$ cat src/design/dwi_pkg.sv
package dwi_pkg;

  // datapath word and unit widths
  localparam int DW   = 112;
  localparam int MW   = 56;
  localparam int MDIG = 8;
  localparam int MUL_STEPS = MW / MDIG;
  localparam int LW   = 80;
  localparam int LGW  = 37;
  localparam int FRAC_BITS = 30;
  localparam int SQW  = 84;
  localparam int RTW  = SQW / 2;
  localparam int DVW  = 104;
  localparam int DSW  = 48;
  localparam int QW   = DVW - FRAC_BITS;
  localparam int SUMW = 40;
  localparam int PCW  = 6;

  localparam logic [33:0] KE_Q30        = 34'd10912973667; // 12.0 + log2(0.28), Q30
  localparam logic [27:0] TWOPI_LN2_Q24 = 28'd152080770;
  localparam logic [22:0] LOG2E_Q22     = 23'd6051102;
  localparam logic [23:0] UF_RESET      = 24'd143059;

  typedef enum logic [1:0] {
    AX_X = 2'd0,
    AX_Y = 2'd1,
    AX_Z = 2'd2
  } axis_t;

  typedef enum logic [3:0] {
    OP_WAIT, OP_LD, OP_MUL, OP_ADD, OP_SUB, OP_SHR1, OP_SHL16, OP_SQRT,
    OP_LOG, OP_DIV, OP_ACC, OP_SETBAD, OP_JMP, OP_NEXTAX, OP_EMIT
  } op_t;

  typedef enum logic [2:0] {R0, R1, R2, R3, RW} reg_t;

  typedef enum logic [3:0] {
    S_D1, S_D2, S_K1, S_K2, S_LEN, S_RW, S_KE, S_SKIN, S_UF, S_TWOPI,
    S_SUMX, S_SUMY, S_SUMZ
  } src_t;

  typedef enum logic [2:0] {
    C_ALWAYS, C_INBAD, C_ZERO, C_NONPOS, C_NOTLAST, C_BAD
  } cond_t;

  typedef enum logic [1:0] {LG_IDLE, LG_NORM, LG_ITER} lg_state_t;

  typedef struct packed {
    op_t            op;
    reg_t           dst;
    reg_t           sa;
    reg_t           sb;
    src_t           src;
    cond_t          cond;
    logic [PCW-1:0] tgt;
  } cw_t;

  typedef struct packed {
    logic [23:0] lx, ly, lz;
    logic [23:0] sx, sy, sz;
    logic [23:0] kx, ky, kz;
    logic [15:0] rw;
    logic [13:0] skin;
  } seg_t;

  // program labels
  localparam logic [PCW-1:0] L_IDLE  = 6'd0;
  localparam logic [PCW-1:0] L_AXIS  = 6'd4;
  localparam logic [PCW-1:0] L_AXBAD = 6'd44;
  localparam logic [PCW-1:0] L_NEXT  = 6'd45;
  localparam logic [PCW-1:0] L_LAST  = 6'd46;
  localparam logic [PCW-1:0] L_EMIT  = 6'd57;
  localparam logic [PCW-1:0] L_BADIN = 6'd58;

  function automatic cw_t mk(op_t op, reg_t d, reg_t a, reg_t b, src_t s, cond_t c,
                             logic [PCW-1:0] t);
    cw_t w;
    w.op = op; w.dst = d; w.sa = a; w.sb = b; w.src = s; w.cond = c; w.tgt = t;
    return w;
  endfunction

  function automatic cw_t ld(reg_t d, src_t s);
    return mk(OP_LD, d, R0, R0, s, C_ALWAYS, L_IDLE);
  endfunction

  function automatic cw_t alu(op_t op, reg_t d, reg_t a, reg_t b);
    return mk(op, d, a, b, S_D1, C_ALWAYS, L_IDLE);
  endfunction

  function automatic cw_t jmp(op_t op, cond_t c, reg_t a, logic [PCW-1:0] t);
    return mk(op, R0, a, R0, S_D1, c, t);
  endfunction

  function automatic cw_t ucode(logic [PCW-1:0] pc);
    cw_t w;
    case (pc)
      6'd0:  w = jmp(OP_WAIT, C_ALWAYS, R0, L_IDLE);
      6'd1:  w = jmp(OP_JMP, C_INBAD, R0, L_BADIN);
      6'd2:  w = ld(RW, S_RW);
      6'd3:  w = alu(OP_LOG, RW, RW, R0);
      // per-axis body
      6'd4:  w = ld(R0, S_D1);
      6'd5:  w = alu(OP_MUL, R0, R0, R0);
      6'd6:  w = ld(R1, S_K2);
      6'd7:  w = alu(OP_MUL, R0, R0, R1);
      6'd8:  w = ld(R1, S_D2);
      6'd9:  w = alu(OP_MUL, R1, R1, R1);
      6'd10: w = ld(R2, S_K1);
      6'd11: w = alu(OP_MUL, R1, R1, R2);
      6'd12: w = alu(OP_ADD, R0, R0, R1);
      6'd13: w = jmp(OP_JMP, C_ZERO, R0, L_AXBAD);
      6'd14: w = alu(OP_LOG, R0, R0, R0);
      6'd15: w = alu(OP_SHR1, R0, R0, R0);
      6'd16: w = ld(R1, S_K1);
      6'd17: w = alu(OP_SHL16, R1, R1, R1);
      6'd18: w = alu(OP_SQRT, R1, R1, R1);
      6'd19: w = ld(R2, S_K2);
      6'd20: w = alu(OP_SHL16, R2, R2, R2);
      6'd21: w = alu(OP_SQRT, R2, R2, R2);
      6'd22: w = alu(OP_ADD, R1, R1, R2);
      6'd23: w = alu(OP_LOG, R1, R1, R1);
      6'd24: w = alu(OP_SUB, R0, R0, R1);
      6'd25: w = alu(OP_SUB, R0, R0, RW);
      6'd26: w = ld(R1, S_KE);
      6'd27: w = alu(OP_ADD, R0, R0, R1);
      6'd28: w = ld(R1, S_SKIN);
      6'd29: w = alu(OP_ADD, R0, R0, R1);
      6'd30: w = jmp(OP_JMP, C_NONPOS, R0, L_AXBAD);
      6'd31: w = ld(R1, S_K1);
      6'd32: w = ld(R2, S_K2);
      6'd33: w = alu(OP_MUL, R1, R1, R2);
      6'd34: w = alu(OP_SQRT, R1, R1, R1);
      6'd35: w = ld(R2, S_UF);
      6'd36: w = alu(OP_MUL, R1, R1, R2);
      6'd37: w = ld(R2, S_LEN);
      6'd38: w = ld(R3, S_TWOPI);
      6'd39: w = alu(OP_MUL, R2, R2, R3);
      6'd40: w = alu(OP_MUL, R1, R1, R2);
      6'd41: w = alu(OP_DIV, R1, R1, R0);
      6'd42: w = alu(OP_ACC, R0, R1, R0);
      6'd43: w = jmp(OP_JMP, C_ALWAYS, R0, L_NEXT);
      6'd44: w = jmp(OP_SETBAD, C_ALWAYS, R0, L_NEXT);
      6'd45: w = jmp(OP_NEXTAX, C_ALWAYS, R0, L_AXIS);
      // end of segment
      6'd46: w = jmp(OP_JMP, C_NOTLAST, R0, L_IDLE);
      6'd47: w = jmp(OP_JMP, C_BAD, R0, L_EMIT);
      6'd48: w = ld(R0, S_SUMX);
      6'd49: w = alu(OP_MUL, R0, R0, R0);
      6'd50: w = ld(R1, S_SUMY);
      6'd51: w = alu(OP_MUL, R1, R1, R1);
      6'd52: w = alu(OP_ADD, R0, R0, R1);
      6'd53: w = ld(R1, S_SUMZ);
      6'd54: w = alu(OP_MUL, R1, R1, R1);
      6'd55: w = alu(OP_ADD, R0, R0, R1);
      6'd56: w = alu(OP_SQRT, R0, R0, R0);
      6'd57: w = alu(OP_EMIT, R0, R0, R0);
      6'd58: w = jmp(OP_SETBAD, C_ALWAYS, R0, L_LAST);
      default: w = jmp(OP_JMP, C_ALWAYS, R0, L_IDLE);
    endcase
    return w;
  endfunction

endpackage

$ cat src/design/dwi_div.sv
module dwi_div (
  input  logic                     clk,
  input  logic                     rst_n,
  input  logic                     start,
  input  logic [dwi_pkg::DVW-1:0]  num,
  input  logic [dwi_pkg::DSW-1:0]  den,
  output logic                     done,
  output logic [dwi_pkg::SUMW-1:0] quo
);

  logic                     busy_r, busy_nxt;
  logic                     done_r, done_nxt;
  logic [6:0]               cnt_r, cnt_nxt;
  logic [dwi_pkg::DVW-1:0]  n_r, n_nxt;
  logic [dwi_pkg::DSW-1:0]  d_r, d_nxt;
  logic [dwi_pkg::DSW:0]    rem_r, rem_nxt, rem2;
  logic [dwi_pkg::QW-1:0]   q_r, q_nxt;

  // quotient bits below 2^30 are never needed, so the loop stops there
  assign rem2 = {rem_r[dwi_pkg::DSW-1:0], n_r[dwi_pkg::DVW-1]};

  always_comb begin
    busy_nxt = busy_r;
    done_nxt = 1'b0;
    cnt_nxt  = cnt_r;
    n_nxt    = n_r;
    d_nxt    = d_r;
    rem_nxt  = rem_r;
    q_nxt    = q_r;
    if (start) begin
      busy_nxt = 1'b1;
      cnt_nxt  = 7'(dwi_pkg::QW);
      n_nxt    = num;
      d_nxt    = den;
      rem_nxt  = '0;
      q_nxt    = '0;
    end else if (busy_r) begin
      n_nxt = n_r << 1;
      if (rem2 >= {1'b0, d_r}) begin
        rem_nxt = rem2 - {1'b0, d_r};
        q_nxt   = {q_r[dwi_pkg::QW-2:0], 1'b1};
      end else begin
        rem_nxt = rem2;
        q_nxt   = {q_r[dwi_pkg::QW-2:0], 1'b0};
      end
      cnt_nxt = cnt_r - 7'd1;
      if (cnt_r == 7'd1) begin
        busy_nxt = 1'b0;
        done_nxt = 1'b1;
      end
    end
  end

  always_ff @(posedge clk) begin
    if (!rst_n) begin
      busy_r <= 1'b0;
      done_r <= 1'b0;
      cnt_r  <= '0;
    end else begin
      busy_r <= busy_nxt;
      done_r <= done_nxt;
      cnt_r  <= cnt_nxt;
    end
  end

  always_ff @(posedge clk) begin
    n_r   <= n_nxt;
    d_r   <= d_nxt;
    rem_r <= rem_nxt;
    q_r   <= q_nxt;
  end

  assign done = done_r;
  assign quo  = (q_r[dwi_pkg::QW-1:dwi_pkg::SUMW] != '0) ? '1 : q_r[dwi_pkg::SUMW-1:0];

endmodule

$ cat config.mk
export PLATFORM = sky130hd
export DESIGN_NAME = dwi_div
export DESIGN_NICKNAME = d
export VERILOG_FILES = /design/src/design/dwi_pkg.sv /design/src/design/dwi_div.sv
export SDC_FILE = /design/constraint.sdc
export NUM_CORES = 1
export LEC_CHECK = 0
export ABC_CLOCK_PERIOD_IN_PS = 3950
export BUFFER_PORTS_ARGS = -buffer_cell sky130_fd_sc_hd__buf_2
export CAP_MARGIN = 25
export CORE_MARGIN = 2
export CORE_UTILIZATION = 45
export DETAILED_ROUTE_END_ITERATION = 8
export GPL_ROUTABILITY_DRIVEN = 1
export PLACE_DENSITY_LB_ADDON = 0.15
export SETUP_SLACK_MARGIN = 0.02
export SYNTH_ARGS = -nofsm -noshare
export SYNTH_HDL_FRONTEND = slang
export SYNTH_SLANG_ARGS = --single-unit
$ cat constraint.sdc
create_clock -name clk -period 3.95 [get_ports clk]
set_input_delay 0.79 -clock clk [delete_from_list [all_inputs] [get_ports clk]]
set_output_delay 0.79 -clock clk [all_outputs]
set_load 0.01 [all_outputs]
==> results of run 1 <==
## registers in the layout, summed over array words and instances (netlist names)
name    cells
busy_r      1
done        1
n_r       104
d_r        48
cnt_r       7
rem_r      48
q_r        74
## metal layers
| metal | vias to the layer above | GRT usage, % | share of wire (%) |
|---|---|---|---|
| met4 | 14 | 4.71 | 1.8 |
| met2 | 281 | 29.5 | 43 |
| met1 | 4803 | 24.8 | 45 |
| li1 | 5134 | - | - |
| met5 | - | 0 | 0.28 |
| met3 | 59 | 7.22 | 9.3 |
## cell type report
class,instances,area [um2]
clock buffer,44,940
multi-input combinational,906,6540
fill,2853,14800
clock inverter,15,128
sequential,283,7190
timing repair buffer,206,1120
antenna,5,12.5
inverter,66,251
tap,402,503
## cell usage in the layout (no fill, tap or decap), types with 6 or more instances in the layout
| cell type | instances |
|---|---|
| nand2b_1 | 55 |
| o21a_1 | 6 |
| edfxtp_1 | 152 |
| inv_1 | 65 |
| dfxtp_1 | 130 |
| nor2b_1 | 8 |
| ha_1 | 50 |
| buf_2 | 194 |
| o21ai_0 | 34 |
| a21o_1 | 26 |
| buf_4 | 7 |
| xor2_1 | 14 |
| o211ai_1 | 6 |
| nor2_1 | 156 |
| nor4_1 | 12 |
| mux2i_1 | 102 |
| nor3_1 | 13 |
| xnor2_1 | 32 |
| o21bai_1 | 11 |
| a211oi_1 | 30 |
| mux2_2 | 103 |
| a31oi_1 | 14 |
| nand2_1 | 58 |
| nand3_1 | 14 |
| clkbuf_1 | 6 |
| a21oi_1 | 70 |
| clkbuf_16 | 35 |
| and3_1 | 9 |
| nand4_1 | 25 |
## per-stage QoR
stage,hold WS (ps),total power (W),std cells
6_report,460,0.00738,1927
5_1_grt,441,0.00773,1923
2_1_floorplan,451,0.00417,1335
3_3_place_gp,475,0.00444,1863
4_1_cts,439,0.00749,1922
3_5_place_dp,482,0.00445,1863
## Yosys cell counts, types with 3 or more instances
cell      count
nor2_1      156
edfxtp_1    152
dfxtp_1     131
mux2_2      103
mux2i_1     102
a21oi_1      70
inv_1        66
clkbuf_1     64
nand2_1      58
nand2b_1     55
ha_1         50
o21ai_0      34
xnor2_1      32
a211oi_1     30
a21o_1       26
nand4_1      25
a31oi_1      14
nand3_1      14
xor2_1       14
nor3_1       13
nor4_1       13
o21bai_1     11
and3_1        9
nor2b_1       8
buf_1         6
buf_2         6
o211ai_1      6
o21a_1        6
a22oi_1       5
o41ai_1       5
or2_2         5
a211o_1       4
buf_6         4
o22ai_1       3
## kinds of logic (layout without fill, tap and decap cells)
group	after synthesis	after routing	synth area share (%)
multiplexers	205	205	15.2
XOR/XNOR	46	46	2.82
flip-flops	283	283	50.2
AO/OA/AOI/OAI	234	234	10.6
other	0	5	0
adder cells (fa/ha/maj)	51	51	4.51
AND/OR/NAND/NOR	370	370	12.5
buffers and inverters	146	331	4.09
## worst max-delay path, delay by kind of cell (launching register included)
family                     cells  cell delay, ps
AOI/OAI and AO/OA              7            2090
xor gates and xnor gates       1             190
adders and majority gates      2             610
buffers and inverters          1              50
DFF                            1             320
and+or+nand+nor                2             280
## power breakdown
| part | switching [W] | total [W] | internal [W] |
|---|---|---|---|
| combinational | 0.000544 | 0.000984 | 0.000439 |
| sequential | 0.0000830 | 0.00341 | 0.00333 |
| clock | 0.00118 | 0.00299 | 0.00180 |
| total | 0.00181 | 0.00738 | 0.00557 |
## worst min-delay path by stage
stage	cells past startpoint	slack [ps]	end	startpoint
after CTS	1	440	d_r[13]	den[13]
after global placement	2	480	q_r[73]	q_r[73]
after global routing	1	440	d_r[12]	den[12]
final	1	460	d_r[13]	den[13]
after detailed placement	2	480	q_r[73]	q_r[73]
after floorplan	2	450	rem_r[35]	rem_r[35]
==> metrics, run 1 <==
Core Box Area=31500 um2; DRC violation count after routing=0; R2R setup slack=350 ps; syn nets=1541; Die Ht=182 um; Yosys cell types=61; clk sink count=283; slew margin rel.=43.8%; maximum vdd ir drop=0.375 mV; setup bufs post-CTS=0; Routed Antenna Nets=0; Worst Hold Class=input port to flip-flop; sequence of cells on the critical path=inv_1 > ha_1 > fa_1 > nand2b_1 > a21o_1 > a21oi_1 > a211o_1 > o21ai_0 > o41ai_1 > o221ai_1 > xnor2_1 > nand3_1 > a21oi_1; vias in the first global route=10.3k; RSZ-0062 raised after global routing=false; fmax=278 MHz; Reg2Reg Depth=13; TritonCTS buffer count=34; crit-path max cell delay=690 ps; skew final=8.83 ps; pin count of the biggest net entering global routing=107; hold_buf cts=0; final WL=31400 um; final setup vio count=0; CP dominant cell by count=a21oi_1; design area=16700 um2; via count=10.3k; Die W=182 um; average size of a mapped cell=10.7 um2; CP max-delay cell=o41ai_1; crit path to=rem_r[46]; final hold violation count=0; Synth Cell Area=14300 um2; fin worst setup slack=355 ps; Post-synth EDFFs=152; Pre-Repair DR Iteration Count=5; GRT Total Usage=18.9%; GRT overflow=0; Synth Instances=1335; Area growth syn-to-layout=16.6%; Synth area leaders=edfxtp_1, dfxtp_1, mux2_2; CTS H-tree lvls=2; kind of critical path=flip-flop to flip-flop; CP Capture Type=flip-flop; max-cap viol count=0; measured slew at the worst slew-check pin=843 ps; #FFs+latches synth=283; clock root cell=clkbuf_16; sequential cell area fraction in the yosys report=50.2%; Static Leak=7.03 nW; pwr/cell area=442 nW/um2; fin util=53.0%; Post-DP Area=15600 um2; YS warnings=0; Clock transition at path regs=60 ps; Critical Path RT=4380 ps; IO Pins=196; Synth area leader=edfxtp_1; row cnt=65; clk_lat worst skew=500 ps; Worst Setup SP=n_r[103]; Vias/cell=5.34; die area=33200 um2; Synth Flop Type=edfxtp_1; status=complete, no violations; initial antenna violation count=12; CP Data Arrival Time=4020 ps; wire length per cell=16.3 um; share of cells above drive strength 1=24.5%; clk buf depth=3; crit-path max FO=4; Fin Setup TNS=0 ps; hpwl dp=21600 um; crit share post-route=91.0%; Pins Over Slew Limit=0; crit path launch type=flip-flop; initial core utilization=45.5%; Final min period=3600 ps; asr flop ratio synth=0%; fin nets=1703; share of the synthesized area in the top cell type=31.9%; routability cong.=0.874; R2R Path End=rem_r[46]; launch point of the worst reg-to-reg path=n_r[103]; post_cts resized=0; PortBufs=195; starting DRC count in detailed routing=519; CTS tree=built; Place WS=374 ps; global-route wire length before repair=51700 um
Note: power is estimated with default switching activity, not from simulation.
==> inputs of run 2 (changes only) <==
==> constraint.sdc (replaced) <==
create_clock -name clk -period 3.95 [get_ports clk]
set_input_delay 0.395 -clock clk [delete_from_list [all_inputs] [get_ports clk]]
set_output_delay 0.395 -clock clk [all_outputs]
set_load 0.01 [all_outputs]
==> metrics, run 2 (synthesis gave the netlist of run 1 again) <==
status=complete, no violations (unchanged); hold path depth=1 (unchanged); Vias/cell=5.31 (was 5.34); Area growth syn-to-layout=16.8% (was 16.6%); Worst Setup SP=d_r[40] (was n_r[103]); hold_buf cts=0 (unchanged); register area=7190 um2 (unchanged); Critical Path RT=4370 ps (was 4380 ps); starting DRC count in detailed routing=644 (was 519); Seq pwr share=45.5% (was 46.2%); crit path launch type=flip-flop (unchanged); initial antenna violation count=16 (was 12); clk sink count=283 (unchanged); Die W=182 um (unchanged); Clk pwr share=41.3% (was 40.5%); total power=0.00749 W (was 0.00738 W); global-route wire length before repair=52300 um (was 51700 um); RSZ-0062 raised after global routing=false (unchanged); Worst Hold Launch=den[16] (was den[13]); CP Capture Type=flip-flop (unchanged); final hold violation count=0 (unchanged); crit share post-route=90.8% (was 91.0%); Top reg by flops=n_r (unchanged); crit-path max FO=23 (was 4); clk_lat worst skew=520 ps (was 500 ps); post_cts resized=0 (unchanged); Pins Over Slew Limit=0 (unchanged); R2R setup slack=360 ps (was 350 ps); CTS H-tree lvls=2 (unchanged); Pre-Repair DR Iteration Count=8 (was 5); wire length per cell=16.4 um (was 16.3 um); Sw Ratio=24.6% (was 24.5%); Routed Antenna Nets=0 (unchanged); pin count of the biggest net entering global routing=94 (was 107); die area=33200 um2 (unchanged); max FFs per register=104 (unchanged); kind of critical path=flip-flop to flip-flop (unchanged); Clock transition at path regs=60 ps (about the same); hpwl dp=21900 um (was 21600 um); area of the multi-input gates=6540 um2 (unchanged); measured slew at the worst slew-check pin=960 ps (was 843 ps); Core Box Area=31500 um2 (unchanged); Int Power=0.00565 W (was 0.00557 W); hold path endpoint=d_r[16] (was d_r[13]); IO Pins=196 (unchanged); row cnt=65 (unchanged); pwr/cell area=448 nW/um2 (was 442 nW/um2); commonest non-fill, non-tap cell in the layout=buf_2 (unchanged); CP Data Arrival Time=4010 ps (was 4020 ps); Comb pwr share=13.2% (was 13.3%); max-cap viol count=0 (unchanged); slew margin rel.=36.0% (was 43.8%); Fin Setup TNS=0 ps (unchanged); fmax=279 MHz (was 278 MHz); initial core utilization=45.5% (unchanged); TritonCTS buffer count=35 (was 34); Die Ht=182 um (unchanged); clk buf depth=3 (unchanged); final setup vio count=0 (unchanged); GRT overflow=0 (unchanged); share of cells above drive strength 1=24.5% (about the same); GRT Total Usage=19.2% (was 18.9%); Final min period=3590 ps (was 3600 ps); Static Leak=7.05 nW (was 7.03 nW); Reg2Reg Depth=12 (was 13); setup bufs post-CTS=0 (unchanged); fin nets=1706 (was 1703); layout filler cell count=2787 (was 2853); Switch Pwr=0.00184 W (was 0.00181 W); DRC violation count after routing=0 (unchanged); final WL=31800 um (was 31400 um); PortBufs=195 (unchanged); leading registers by flop count=n_r x104, q_r x74 (unchanged); most frequent cells in the layout=buf_2, nor2_1, edfxtp_1 (unchanged); Worst Hold Class=input port to flip-flop (unchanged); routability cong.=0.859 (was 0.874); skew final=24.0 ps (was 8.83 ps); via count=10.3k (about the same); R2R Path End=rem_r[2] (was rem_r[46]); clock root cell=clkbuf_16 (unchanged); launch point of the worst reg-to-reg path=d_r[40] (was n_r[103]); CTS tree=built (unchanged); vias in the first global route=10.2k (was 10.3k); maximum vdd ir drop=0.400 mV (was 0.375 mV)
==> run 2: changes by cell type in the layout (fill, tap and decap cells not counted), sizes merged <==
cell / change
clkbuf: +6
clkinv: -3
clkinvlp: -3
buf: +2
diode: +2
inv: +2
==> run 2: metal layers <==
layer / global-route usage, % / share of wire [%] / wire length, um / vias up
met1: 25.3 / 46 / 14700 / 4772
li1: - / - / - / 5150
met5: 0 / 0.36 / 114 / -
met4: 5.35 / 1.9 / 611 / 18
met3: 7.40 / 8.6 / 2730 / 69
met2: 29.5 / 43 / 13600 / 261
==> run 2: stage by stage <==
| step | worst slack (ps) | util, % | cell area (um2) | hold WS [ps] | cells |
|---|---|---|---|---|---|
| finish | 364 | 53.1 | 16700 | 46.4 | 1933 |
| global route | 108 | 53.1 | 16700 | 24.9 | 1929 |
| CTS | 355 | 53.0 | 16700 | 19.4 | 1925 |
| detailed placement | 364 | 49.5 | 15600 | 476 | 1864 |
| global placement | 545 | 49.5 | 15600 | 474 | 1864 |
| floorplan | 383 | - | 14300 | 451 | 1335 |
==> run 2: area by class of cell <==
| cell class | instances | share of cell area, % |
|---|---|---|
| inverters | 66 | 1.50 |
| clock inverters | 11 | 0.666 |
| diodes | 7 | 0.105 |
| clock buffers | 50 | 5.95 |
| flip-flops and latches | 283 | 43.0 |
| well taps | 402 | 3.01 |
| multi-input cells | 906 | 39.1 |
| repair buffers | 208 | 6.63 |
==> run 2: how the worst max path moves through the flow <==
stage	to	slack, ps
5_1_grt	rem_r[40]	110
2_1_floorplan	n_r[0]	380
4_1_cts	rem_r[2]	360
3_3_place_gp	rem_r[2]	540
3_5_place_dp	rem_r[2]	360
6_report	rem_r[2]	360
==> run 2: power by group through the flow <==
stage,clock network [W],registers (W),logic (W)
CTS,0.00319,0.00341,0.000988
finish,0.00310,0.00341,0.000989
floorplan,0,0.00344,0.000739
global route,0.00330,0.00343,0.00110
detailed placement,0,0.00347,0.000982
global placement,0,0.00347,0.000974
==> run 2: worst max-delay path, stage by stage, from the launching register on <==
cell and delay, ps:
edfxtp_1 330, inv_1 40, ha_1 450, nand4_1 250
or4_1 580, nor4b_1 340, nor4_1 110, o2bb2ai_1 250
nor2_8 380, buf_4 300, and3_1 180, a21oi_1 40
a211oi_1 240
